[src/hw/rtl/mpasd_pkg.sv]
// Package for the microphone peak/average spike detector.
// Holds the fixed field widths and arithmetic constants; no dependencies.
`default_nettype none

package mpasd_pkg;

  // Fixed field and state widths
  localparam int unsigned DT_W      = 4;   // elapsed_ms
  localparam int unsigned MS_W      = 8;   // ms_counter and the log period
  localparam int unsigned SUM_W     = 15;  // peak_sum
  localparam int unsigned CNT_W     = 5;   // peak_count
  localparam int unsigned OUT_AVG_W = 10;  // average_level on the result
  localparam int unsigned OUT_W     = 1 + OUT_AVG_W + 1;
  localparam int unsigned OUT_TDATA_W = ((OUT_W + 7) / 8) * 8;

  // Threshold terms: 2000*sample > avg*avg + 2120*avg
  localparam int unsigned SPIKE_SCALE_W = 11;
  localparam int unsigned THR_LIN_W     = 12;
  localparam logic [SPIKE_SCALE_W-1:0] SPIKE_SCALE = SPIKE_SCALE_W'(2000);
  localparam logic [THR_LIN_W-1:0]     THR_LIN     = THR_LIN_W'(2120);

  localparam logic [MS_W-1:0] MS_MAX       = '1;
  localparam logic [MS_W-1:0] PERIOD_RESET = MS_W'(10);

endpackage : mpasd_pkg

`default_nettype wire

[src/hw/rtl/mic_peak_average_spike_detect_top.sv]
// Microphone spike detector with running average of logged peaks; needs mpasd_pkg.
// A result is registered and valid in the cycle after its sample transfer.
// Throughput: one sample per cycle unless m_axis_tready holds back a pending result;
// all work sits between the state registers and the output register, with the
// divide by the peak count done as a constant reciprocal multiply in the same cycle.
// Reset clears all state and the output; the log period resets to 10 ms.
`default_nettype none

module mic_peak_average_spike_detect_top
  import mpasd_pkg::*;
#(
  parameter int unsigned PEAKS_PER_AVERAGE = 30,
  parameter int unsigned SAMPLE_BITS       = 10
) (
  input  wire logic                   clk_i,
  input  wire logic                   rst_ni,
  // configuration: log period in ms
  input  wire logic                   cfg_we_i,
  input  wire logic [MS_W-1:0]        cfg_wdata_i,
  // sample stream
  input  wire logic                   s_axis_tvalid,
  output logic                        s_axis_tready,
  // tdata: sample, elapsed_ms (zero padded)
  input  wire logic [((SAMPLE_BITS + DT_W + 7) / 8) * 8 - 1:0] s_axis_tdata,
  // result stream
  output logic                        m_axis_tvalid,
  input  wire logic                   m_axis_tready,
  // tdata: spike, average_level, average_updated (zero padded)
  output logic [OUT_TDATA_W-1:0]      m_axis_tdata
);

  localparam int unsigned RECIP_SHIFT = SUM_W + CNT_W;
  localparam int unsigned RECIP_W     = RECIP_SHIFT + 1;
  localparam logic [RECIP_W-1:0] RECIP =
    RECIP_W'(((64'd1 << RECIP_SHIFT) + PEAKS_PER_AVERAGE - 1) / PEAKS_PER_AVERAGE);
  localparam int unsigned PROD_W = SUM_W + RECIP_W;
  localparam int unsigned CMP_W  =
    ((SAMPLE_BITS > 12) ? 2 * SAMPLE_BITS : SAMPLE_BITS + 12) + 1;
  localparam logic [CNT_W-1:0] CNT_TARGET = CNT_W'(PEAKS_PER_AVERAGE);

  // state
  logic [MS_W-1:0]        period_q;
  logic [SAMPLE_BITS-1:0] peak_q, peak_d;
  logic [SUM_W-1:0]       sum_q, sum_d;
  logic [CNT_W-1:0]       cnt_q, cnt_d;
  logic [MS_W-1:0]        ms_q, ms_d;
  logic [SAMPLE_BITS-1:0] avg_q, avg_d;
  logic                   out_valid_q;
  logic [OUT_TDATA_W-1:0] out_data_q;

  // datapath
  logic                   fire;
  logic [SAMPLE_BITS-1:0] sample;
  logic [DT_W-1:0]        dt;
  logic [CMP_W-1:0]       lhs, rhs;
  logic                   spike;
  logic [SAMPLE_BITS-1:0] peak_new;
  logic [MS_W:0]          ms_sum;
  logic [MS_W-1:0]        ms_new;
  logic                   log_now;
  logic [SUM_W-1:0]       sum_new;
  logic [CNT_W-1:0]       cnt_new;
  logic [PROD_W-1:0]      prod;
  logic                   upd;

  assign fire          = s_axis_tvalid && s_axis_tready;
  assign s_axis_tready = !out_valid_q || m_axis_tready;

  assign sample = s_axis_tdata[SAMPLE_BITS-1:0];
  assign dt     = s_axis_tdata[SAMPLE_BITS +: DT_W];

  assign lhs   = CMP_W'(SPIKE_SCALE) * CMP_W'(sample);
  assign rhs   = CMP_W'(avg_q) * CMP_W'(avg_q) + CMP_W'(THR_LIN) * CMP_W'(avg_q);
  assign spike = lhs > rhs;

  assign peak_new = (sample > peak_q) ? sample : peak_q;
  assign ms_sum   = {1'b0, ms_q} + (MS_W + 1)'(dt);
  assign ms_new   = ms_sum[MS_W] ? MS_MAX : ms_sum[MS_W-1:0];
  assign log_now  = ms_new >= period_q;
  assign sum_new  = sum_q + SUM_W'(peak_new);
  assign cnt_new  = cnt_q + CNT_W'(1);
  // exact divide by the peak count for any 15-bit sum
  assign prod     = PROD_W'(sum_new) * PROD_W'(RECIP);
  assign upd      = log_now && (cnt_new == CNT_TARGET);

  always_comb begin
    peak_d = peak_new;
    ms_d   = ms_new;
    sum_d  = sum_q;
    cnt_d  = cnt_q;
    avg_d  = avg_q;
    if (log_now) begin
      peak_d = '0;
      ms_d   = '0;
      sum_d  = sum_new;
      cnt_d  = cnt_new;
      if (upd) begin
        avg_d = prod[RECIP_SHIFT +: SAMPLE_BITS];
        sum_d = '0;
        cnt_d = '0;
      end
    end
  end

  always_ff @(posedge clk_i or negedge rst_ni) begin
    if (!rst_ni) begin
      period_q <= PERIOD_RESET;
    end else if (cfg_we_i) begin
      period_q <= cfg_wdata_i;
    end
  end

  always_ff @(posedge clk_i or negedge rst_ni) begin
    if (!rst_ni) begin
      peak_q <= '0;
      sum_q  <= '0;
      cnt_q  <= '0;
      ms_q   <= '0;
      avg_q  <= '0;
    end else if (fire) begin
      peak_q <= peak_d;
      sum_q  <= sum_d;
      cnt_q  <= cnt_d;
      ms_q   <= ms_d;
      avg_q  <= avg_d;
    end
  end

  always_ff @(posedge clk_i or negedge rst_ni) begin
    if (!rst_ni) begin
      out_valid_q <= 1'b0;
      out_data_q  <= '0;
    end else if (fire) begin
      out_valid_q <= 1'b1;
      out_data_q  <= OUT_TDATA_W'({upd, OUT_AVG_W'(avg_d), spike});
    end else if (m_axis_tready) begin
      out_valid_q <= 1'b0;
    end
  end

  assign m_axis_tvalid = out_valid_q;
  assign m_axis_tdata  = out_data_q;

  // The peak count never reaches its target while stored.
  assert property (@(posedge clk_i) disable iff (!rst_ni) cnt_q < CNT_TARGET)
    else $error("peak count reached target without averaging");

  // A new average clears all accumulation state.
  assert property (@(posedge clk_i) disable iff (!rst_ni)
    (fire && upd) |=> (cnt_q == '0 && sum_q == '0 && peak_q == '0 && ms_q == '0))
    else $error("accumulators not cleared after average update");

  // The average only moves on an update transfer.
  assert property (@(posedge clk_i) disable iff (!rst_ni)
    (fire && !upd) |=> (avg_q == $past(avg_q)))
    else $error("average changed without update");

endmodule : mic_peak_average_spike_detect_top

`default_nettype wire

[config.mk]
export PLATFORM = sky130hd
export DESIGN_NAME = mic_peak_average_spike_detect_top
export DESIGN_NICKNAME = d
export VERILOG_FILES = /design/src/hw/rtl/mpasd_pkg.sv /design/src/hw/rtl/mic_peak_average_spike_detect_top.sv
export SDC_FILE = /design/constraint.sdc
export NUM_CORES = 1
export LEC_CHECK = 0
export BUFFER_PORTS_ARGS = -buffer_cell sky130_fd_sc_hd__buf_2
export CAP_MARGIN = 20
export CORE_MARGIN = 1.5
export CORE_UTILIZATION = 59
export CTS_CLUSTER_DIAMETER = 60
export DETAILED_ROUTE_END_ITERATION = 16
export MAX_ROUTING_LAYER = met4
export PLACE_DENSITY = 0.8
export SLEW_MARGIN = 30
export SYNTH_ARGS = -nofsm -noshare
export SYNTH_HDL_FRONTEND = slang
export SYNTH_SLANG_ARGS = --single-unit
[constraint.sdc]
create_clock -name clk_i -period 7.3 [get_ports clk_i]
set_clock_uncertainty 0.05 [all_clocks]
set_input_delay 0.73 -clock clk_i [delete_from_list [all_inputs] [get_ports clk_i]]
set_output_delay 0.73 -clock clk_i [all_outputs]
set_load 0.02 [all_outputs]
==> results.py, run 1 <==
metrics = {
    "status": {
        "run_status": "finished with violations",
        "failed_checks": "setup timing",
    },
    "cts": {
        "numClockSinks": 59,
        "cts_buffers": 9,
        "clkSlewWorstSetupHoldPaths_ps": 50,
        "cts_max_level": 3,
        "clock_path_buffers": 2,
        "cts_tree": "built",
        "clk-insertion-delay-late_ps": 340,
        "cts-root-buf": "clkbuf_16",
        "postCtsHoldBufs": 0,
    },
    "timing": {
        "max_freq_ghz": 0.122,
        "grt_setup_unrepaired": "true",
        "final_critical_path_setup_slack_ps": -883,
        "worstMarginPinSlew_ps": 795,
        "fin_crit_sh_pct": 112,
        "hold_violations": 0,
        "final-max-slew-violation-count": 0,
        "final-setup-viol-count": 10,
        "maxSlewHeadroom_pct": 47.0,
        "final_critical_delay_including_setup_and_external_delays_ps": 8180,
    },
    "routing": {
        "highest-signal-layer": "met4",
        "drt_first_pass_iters": 5,
        "detail_route.wirelength_um": 28300,
        "drt_iter0_drc": 467,
        "dr_total_vias": 9466,
        "wl_met2_um": 14600,
        "routed_via_density": 5.60,
        "detail-route-antenna-nets": 0,
        "wl_met1_um": 11600,
        "total_met3_wirelength_after_detailed_routing_um": 953,
        "detail_route.wl_per_cell_um": 16.8,
        "drt_drc_violations_left": 0,
    },
    "placed_design": {
        "globalplace.congestion": 0.969,
        "port-buffer-count": 40,
        "detailed_place_hpwl_um": 21600,
    },
    "synthesis": {
        "synth.area.top_cells": "ha_1 28%, fa_1 20%, dfrtp_1 12%",
        "asyncSetResetFlopFracSynth_pct": 100,
        "synth_sequential_area_ratio_pct": 12.7,
        "synth_edf_count": 0,
        "netlist_instances": 1253,
        "yosysWarningCount": 0,
        "yosysUniqueCellTypes": 61,
        "synth_ff_type": "dfrtp_1",
        "syn_avg_cell_area_um2": 9.28,
        "synthesis.area_mm2": 0.0116,
        "synth_top_area_share_pct": 28.3,
        "synth_top_area_cell": "ha_1",
        "ys_seq_elements": 59,
    },
    "critical_path": {
        "critical_path.startpoint_type": "input port",
        "critical_path_arrival_ps": 8350,
        "worstPathBufferInverterCount": 6,
        "worstPathMaxFanout": 5,
        "max_stage_delay_ps": 430,
        "data_required_critical_path_ps": 7460,
        "critical-path-slowest-cell": "fa_1",
        "timing.critical_path.mode_cell": "o21a_1",
        "path_delay_family": "compound AO/OA/AOI/OAI gates",
        "worstSetupPathType": "in2reg",
        "worst_setup_path_end_kind": "flop",
    },
    "run": {
        "max_cap_viol_count": 0,
    },
    "floorplanning": {
        "die_y_um": 143,
        "die_wd_um": 143,
        "initial_core_util_pct": 60.0,
        "core-area_mm2": 0.0194,
        "io_pins": 47,
        "num_rows": 51,
        "design.die.area_mm2": 0.0206,
    },
    "global_route": {
        "globalRouteTotalUtil_pct": 29.3,
        "largest_net_degree_at_the_start_of_global_routing": 60,
        "grt_remaining_overflow": 0,
        "wire_length_of_the_first_global_routing_pass_um": 46200,
        "initial_antenna_violation_count": 0,
        "number_of_global_route_vias_before_repair": 9889,
    },
    "finish": {
        "syn2layout_area_growth_pct": 19.2,
        "seqCellArea_mm2": 0.00148,
        "final_core_util_pct": 71.5,
        "layout.filler_cells": 1403,
        "final_layout_size_suffix_gt1_share_pct": 19.6,
        "antennaDiodeCount": 0,
        "fin_nets": 1830,
        "multiInputGateArea_mm2": 0.00972,
    },
    "min_path": {
        "path_type_of_the_worst_min_delay_path": "reg2reg",
    },
}
worst reg2reg max path: cells and delay by family, from the launching register on:
kind | cells | cell delay [ps]
buf+inv | 6 | 820
simple gates | 6 | 630
flops | 1 | 390
mux | 2 | 600
xor+xnor | 2 | 260
fa+ha+maj | 8 | 2490
compound gates | 16 | 2800
flip-flops by register name (all words and copies together), names as in the netlist:
signal,cells
sum_q,15
ms_q,8
period_q,8
m_axis_tvalid,1
avg_q,9
m_axis_tdata,3
cnt_q,5
peak_q,10
final timing paths:
kind                            slack [ps]  cells past startpoint     endpoint            start
worst max-delay path                  -880                     40     avg_q[8]  s_axis_tdata[1]
worst min-delay path                   430                      2      ms_q[0]          ms_q[0]
worst max register to register        -870                     40     avg_q[8]        peak_q[1]
worst min register to register         430                      2      ms_q[0]          ms_q[0]
max in group asynchronous             6160                      2  period_q[7]           rst_ni
min in group asynchronous              490                      2     cnt_q[3]           rst_ni
placed cells by master (no fill, tap or decap), types with 4 or more instances in the layout:
master,instances
xor2_1,15
o21ai_1,5
xnor2_1,46
buf_6,5
and3_1,12
a21oi_2,6
inv_1,207
o21ai_0,55
buf_2,39
nand3_1,20
dfrtp_1,57
clkbuf_16,9
nor2b_1,16
a31oi_1,6
mux2i_1,7
fa_1,116
or3_1,6
nor3_1,13
a22o_1,13
conb_1,4
nand2_1,90
buf_4,126
ha_4,14
o31ai_1,10
nand2b_1,24
a21boi_0,4
nand3b_1,4
a21oi_1,38
a211oi_1,4
mux2_2,12
ha_1,248
nor2_1,43
nand4_1,9
and2_1,18
a21o_1,19
o21a_1,11
or2_2,7
inv_2,7
nor4_1,5
area by class of cell:
cell class,instances,area share (%)
Multi-Input combinational cell,961,70.1
Clock inverter,3,0.108
Sequential cell,59,10.7
Tap cell,265,2.39
Timing Repair Buffer,173,9.04
Clock buffer,13,1.88
Inverter,215,5.82
cell usage after synthesis (all sizes together) (2+ instances only):
master,number
and2,19
xnor2,49
nand3,21
buf,7
dfstp,2
a211o,2
a21o,19
a21boi,5
nor3,14
or2,7
dfrtp,57
nor4,5
mux2i,9
a22o,13
a41oi,3
xor2,17
o21a,11
o21ai,63
nand2b,24
inv,214
clkbuf,14
o211ai,2
nand2,92
a21oi,47
a31oi,7
o311ai,2
nor2b,17
mux2,15
o31ai,11
nand3b,4
fa,119
o2111ai,3
and3,12
ha,263
nand4,9
or3,7
a211oi,4
nor2,49
routing by layer:
metal  up-vias  global-route usage [%]
met5         -                       -
met4         0                    11.6
met3        85                    3.57
met2       215                    51.8
met1      4632                    33.7
li1       4534                       -
cells by family after synthesis:
family	Yosys count	share of synthesized area, %
xor+xnor	66	4.97
simple gates	284	12.0
buf+inv	236	7.77
mux	24	2.23
flops	59	12.7
compound gates	201	11.5
other cells	1	0.0322
fa+ha+maj	382	48.8
what timing repair did:
action | CTS | global route
setup buffers | 25 | 11
gates resized for setup | 33 | 28
endpoints found under the setup margin | 10 | 10
pin swaps | 31 | 21
stage by stage:
| step | std cells | hold slack (ps) | worst slack (ps) | area [um2] | setup TNS, ps |
|---|---|---|---|---|---|
| after floorplan | 1256 | 384 | -431 | 11900 | -2520 |
| after global placement | 1641 | 418 | -829 | 13100 | -6670 |
| after detailed placement | 1641 | 421 | -1040 | 13100 | -8680 |
| after CTS | 1680 | 432 | -620 | 13600 | -4790 |
| after global routing | 1689 | 463 | -1140 | 13900 | -10180 |
| final | 1689 | 429 | -883 | 13900 | -7480 |
Power of run 1 is not shown: default switching activity piles up to over one toggle a cycle in this logic, so the estimate is an artifact.
==> run 2, diff against run 1 <==
--- a/config.mk
+++ b/config.mk
@@ -7,6 +7,7 @@
 export LEC_CHECK = 0
 export BUFFER_PORTS_ARGS = -buffer_cell sky130_fd_sc_hd__buf_2
 export CAP_MARGIN = 20
+export CORE_ASPECT_RATIO = 0.75
 export CORE_MARGIN = 1.5
 export CORE_UTILIZATION = 59
 export CTS_CLUSTER_DIAMETER = 60
@@ -17,3 +18,4 @@
 export SYNTH_ARGS = -nofsm -noshare
 export SYNTH_HDL_FRONTEND = slang
 export SYNTH_SLANG_ARGS = --single-unit
+export TNS_END_PERCENT = 5
==> run 2 against run 1 <==
  * The run still ends with setup timing left
  * Register-to-register slack gained 220 ps
  * Highest routed layer unchanged
  * Sequential share of layout area grew 0.42 points
  * Core utilization shrank 2.4 points
  * Fmax grew 2.8%
  * Worst hold slack lost 6.1 ps
  * Critical path type unchanged
  * Count of clock-buffer cells in the layout grew 1
  * Critical endpoint unchanged
  * Die area is essentially flat
  * Routed wire length shrank 3.4%
  * Critical path depth shrank 1
==> results.py, run 2 (synthesized netlist as in run 1, its figures left out) <==
metrics = {
    "cts": {
        "postCtsHoldBufs": 0,
        "clock_path_buffers": 2,
        "clk-insertion-delay-late_ps": 340,
        "clkSlewWorstSetupHoldPaths_ps": 50,
        "cts-root-buf": "clkbuf_16",
        "cts_buffers": 9,
        "cts_tree": "built",
        "numClockSinks": 59,
        "cts_max_level": 3,
    },
    "routing": {
        "highest-signal-layer": "met4",
        "wl_met2_um": 12200,
        "drt_first_pass_iters": 5,
        "drt_iter0_drc": 561,
        "detail-route-antenna-nets": 0,
        "wl_met1_um": 13200,
        "routed_via_density": 5.63,
        "detail_route.wirelength_um": 27400,
        "drt_drc_violations_left": 0,
        "total_met3_wirelength_after_detailed_routing_um": 1500,
        "dr_total_vias": 9231,
        "detail_route.wl_per_cell_um": 16.7,
    },
    "timing": {
        "maxSlewHeadroom_pct": 48.8,
        "final-max-slew-violation-count": 0,
        "grt_setup_unrepaired": "true",
        "worstMarginPinSlew_ps": 768,
        "final-setup-viol-count": 10,
        "fin_crit_sh_pct": 109,
        "final_critical_path_setup_slack_ps": -662,
        "hold_violations": 0,
        "final_critical_delay_including_setup_and_external_delays_ps": 7960,
        "max_freq_ghz": 0.126,
    },
    "finish": {
        "mostFrequentLayoutCells": "254 x ha_1, 212 x inv_1, 117 x fa_1",
        "largest_register": "sum_q",
        "syn2layout_area_growth_pct": 14.6,
        "antennaDiodeCount": 0,
        "largest_reg_flops": 15,
        "fin_nets": 1794,
        "final_layout_size_suffix_gt1_share_pct": 15.6,
        "mostFrequentLayoutCell": "ha_1",
        "registers_with_the_highest_flip_flop_counts": "sum_q: 15 flops, peak_q: 10 flops, avg_q: 9 flops",
    },
    "critical_path": {
        "critical-path-slowest-cell": "fa_1",
        "critical_path_arrival_ps": 8130,
        "worstPathBufferInverterCount": 7,
        "data_required_critical_path_ps": 7470,
        "timing.critical_path.mode_cell": "o21a_1",
        "max_stage_delay_ps": 520,
        "worstSetupPathType": "in2reg",
        "path_delay_family": "adder cells",
        "critical_path.startpoint_type": "input port",
        "worst_setup_path_end_kind": "flop",
        "worstPathMaxFanout": 9,
    },
    "placed_design": {
        "detailed_place_hpwl_um": 22900,
        "place_worst_setup_slack_ps": -1090,
        "globalplace.congestion": 0.939,
        "port-buffer-count": 40,
    },
    "status": {
        "failed_checks": "setup timing",
        "run_status": "finished with violations",
    },
    "floorplanning": {
        "die_wd_um": 165,
        "initial_core_util_pct": 60.2,
        "io_pins": 47,
        "num_rows": 44,
        "die_y_um": 125,
        "core-area_mm2": 0.0193,
        "design.die.area_mm2": 0.0206,
    },
    "run": {
        "max_cap_viol_count": 0,
    },
    "min_path": {
        "path_type_of_the_worst_min_delay_path": "reg2reg",
    },
    "global_route": {
        "largest_net_degree_at_the_start_of_global_routing": 60,
        "globalRouteTotalUtil_pct": 28.9,
        "initial_antenna_violation_count": 0,
        "number_of_global_route_vias_before_repair": 9519,
        "grt_remaining_overflow": 0,
        "wire_length_of_the_first_global_routing_pass_um": 45700,
    },
}
## run 2: final timing paths
check | startpoint | endpoint | slack, ps | depth (start not counted)
worst max-delay path | s_axis_tdata[1] | avg_q[8] | -660 | 39
worst min-delay path | cnt_q[4] | cnt_q[4] | 420 | 1
max in group asynchronous | rst_ni | m_axis_tvalid | 6190 | 2
min in group asynchronous | rst_ni | period_q[2] | 490 | 2
worst max register to register | peak_q[1] | avg_q[8] | -650 | 39
worst min register to register | cnt_q[4] | cnt_q[4] | 420 | 1
## run 2: layout make-up
cell class                 count  area (um2)
multi-input combinational    961        9520
fill                        1482        5990
inverter                     215         807
clock buffer                  14         264
sequential                    59        1480
clock inverter                 2        10.0
timing repair buffer         137         941
tap                          253         317
## run 2: repair_timing
| action | CTS | global route |
|---|---|---|
| gates resized for setup | 9 | 6 |
| buffers inserted | 1 | 0 |
| setup endpoints to repair | 10 | 11 |
| pin swaps | 7 | 1 |
## run 2: metrics by stage
step	TNS, ps	hold slack (ps)	instance area, um2	util (%)	std cells
2_1_floorplan	-2500	384	11900	-	1256
3_3_place_gp	-6030	407	13000	67.3	1624
3_5_place_dp	-8740	414	13000	67.3	1624
4_1_cts	-3850	423	13300	68.9	1641
5_1_grt	-7830	456	13300	69.0	1641
6_report	-4320	423	13300	69.0	1641
## run 2: per-layer routing
layer	track usage (%)	up-vias
met5	-	-
met4	5.88	0
met3	5.19	45
met2	43.9	243
met1	40.6	4485
li1	-	4458
Power of run 2 is left out for the same reason.
==> run 3, diff against run 2 <==
--- a/config.mk
+++ b/config.mk
@@ -6,14 +6,14 @@
 export NUM_CORES = 1
 export LEC_CHECK = 0
 export BUFFER_PORTS_ARGS = -buffer_cell sky130_fd_sc_hd__buf_2
-export CAP_MARGIN = 20
-export CORE_ASPECT_RATIO = 0.75
+export CORE_ASPECT_RATIO = 2
 export CORE_MARGIN = 1.5
 export CORE_UTILIZATION = 59
 export CTS_CLUSTER_DIAMETER = 60
 export DETAILED_ROUTE_END_ITERATION = 16
 export MAX_ROUTING_LAYER = met4
 export PLACE_DENSITY = 0.8
+export SKIP_LAST_GASP = 1
 export SLEW_MARGIN = 30
 export SYNTH_ARGS = -nofsm -noshare
 export SYNTH_HDL_FRONTEND = slang
==> run 3 against run 2 <==
  * The run still ends with setup timing left
  * Die area up 0.20%
  * Highest routed layer unchanged
  * Global-route usage grew 2.0 points
  * Non-clock buffer count up 6
  * Cell area increased by 0.53%
==> results.py, run 3 (synthesized netlist as in run 1, its figures left out) <==
metrics = {
    "floorplanning": {
        "initial_core_util_pct": 60.1,
        "die_y_um": 202,
        "die_wd_um": 102,
        "design.die.area_mm2": 0.0206,
        "core-area_mm2": 0.0194,
        "io_pins": 47,
        "num_rows": 72,
    },
    "routing": {
        "detail_route.wirelength_um": 28900,
        "routed_via_density": 5.67,
        "detail_route.wl_per_cell_um": 17.5,
        "detail-route-antenna-nets": 0,
        "dr_total_vias": 9369,
        "drt_iter0_drc": 353,
        "drt_first_pass_iters": 5,
        "drt_drc_violations_left": 0,
    },
    "cts": {
        "cts-root-buf": "clkbuf_16",
        "clock_path_buffers": 2,
        "clkSlewWorstSetupHoldPaths_ps": 50,
        "cts_tree": "built",
        "postCtsHoldBufs": 0,
        "cts_max_level": 3,
        "clk-insertion-delay-late_ps": 350,
        "numClockSinks": 59,
        "cts_buffers": 9,
    },
    "finish": {
        "final_layout_size_suffix_gt1_share_pct": 16.1,
        "mostFrequentLayoutCell": "ha_1",
        "fin_nets": 1800,
        "design_area_mm2": 0.0134,
        "registers_with_the_highest_flip_flop_counts": "sum_q: 15 flops, peak_q: 10 flops, avg_q: 9 flops",
        "seqCellArea_mm2": 0.00148,
        "multiInputGateArea_mm2": 0.00954,
        "largest_reg_flops": 15,
        "mostFrequentLayoutCells": "250 x ha_1, 212 x inv_1, 118 x fa_1",
        "antennaDiodeCount": 0,
        "syn2layout_area_growth_pct": 15.3,
        "largest_register": "sum_q",
        "layout.filler_cells": 1512,
    },
    "timing": {
        "final_critical_path_setup_slack_ps": -694,
        "final-max-slew-violation-count": 0,
        "grt_setup_unrepaired": "true",
        "worstMarginPinSlew_ps": 804,
        "setup_total_negative_slack_ps": -5550,
        "hold_violations": 0,
        "final_critical_delay_including_setup_and_external_delays_ps": 7990,
        "fin_worst_hold_slack_ps": 436,
        "final-setup-viol-count": 10,
        "max_freq_ghz": 0.125,
        "fin_crit_sh_pct": 110,
        "maxSlewHeadroom_pct": 46.4,
    },
    "critical_path": {
        "last_element_of_the_critical_path": "avg_q[8]",
        "data_required_critical_path_ps": 7480,
        "cell_count_of_the_worst_reg_to_reg_path": 37,
        "worstPathMaxFanout": 5,
        "max_stage_delay_ps": 540,
        "worst_r2r_endpoint": "avg_q[8]",
        "worstSetupPathType": "in2reg",
        "crit_path_start": "s_axis_tdata[1]",
        "r2r_slack_ps": -660,
        "critical-path-slowest-cell": "fa_1",
        "crit-reg2reg-launch": "peak_q[1]",
        "worst_setup_path_end_kind": "flop",
        "critical_path_arrival_ps": 8170,
        "critical_path.startpoint_type": "input port",
    },
    "global_route": {
        "number_of_global_route_vias_before_repair": 10300,
        "largest_net_degree_at_the_start_of_global_routing": 60,
        "grt_remaining_overflow": 0,
        "initial_antenna_violation_count": 0,
        "globalRouteTotalUtil_pct": 30.9,
        "wire_length_of_the_first_global_routing_pass_um": 47700,
    },
    "placed_design": {
        "place_worst_setup_slack_ps": -1110,
        "port-buffer-count": 40,
        "globalplace.congestion": 0.990,
        "detailed_place_hpwl_um": 23900,
        "place_area_mm2": 0.0130,
    },
    "min_path": {
        "path_type_of_the_worst_min_delay_path": "reg2reg",
    },
    "status": {
        "failed_checks": "setup timing",
        "run_status": "finished with violations",
    },
    "run": {
        "max_cap_viol_count": 0,
    },
}
-- run 3: changes by cell type in the layout (fill, tap and decap cells not counted), sizes merged --
cell	before	now
buf	137	143
clkbuf	14	12
clkinvlp	0	2
-- run 3: how the worst min path moves through the flow --
stage          cells after the start        startpoint  slack, ps                to
2_1_floorplan                      0            rst_ni        380          avg_q[0]
3_3_place_gp                       2  m_axis_tdata[11]        410  m_axis_tdata[11]
3_5_place_dp                       2  m_axis_tdata[11]        420  m_axis_tdata[11]
4_1_cts                            2  m_axis_tdata[11]        430  m_axis_tdata[11]
5_1_grt                            1          cnt_q[4]        470          cnt_q[4]
6_report                           2           ms_q[0]        440           ms_q[0]
-- run 3: per-layer routing --
layer	wire length [um]	GRT usage (%)	part of all wire, %
met5	0	-	0
met2	16300	57.3	56
met4	2420	23.4	8.4
met1	9490	27.7	33
met3	675	2.43	2.3
-- run 3: area by class of cell --
| cell class | instances | area share, % |
|---|---|---|
| multi-input cells | 961 | 71.2 |
| flip-flops and latches | 59 | 11.0 |
| clock buffers | 12 | 1.91 |
| well taps | 259 | 2.42 |
| clock inverters | 4 | 0.187 |
| repair buffers | 143 | 7.26 |
| inverters | 215 | 6.02 |
-- run 3: metrics by stage --
stage          utilization [%]  std cells
2_1_floorplan                -       1256
3_3_place_gp              67.2       1632
3_5_place_dp              67.2       1632
4_1_cts                   68.7       1649
5_1_grt                   69.2       1653
6_report                  69.2       1653
-- run 3: repair_timing --
item                                    4_1_cts  5_1_grt
endpoints found under the setup margin       10       11
pin swaps                                     2       18
buffers inserted                              1        5
resized for setup                             3        8
endpoints found under the hold margin         0        0
-- run 3: critical path: cells and delay by family --
kind,cells,cell delay [ps]
AOI/OAI and AO/OA,16,2990
xor gates and xnor gates,2,240
adders and majority gates,8,2640
buffers and inverters,6,590
muxes,2,610
and+or+nand+nor,3,340
Power of run 3 is left out for the same reason.
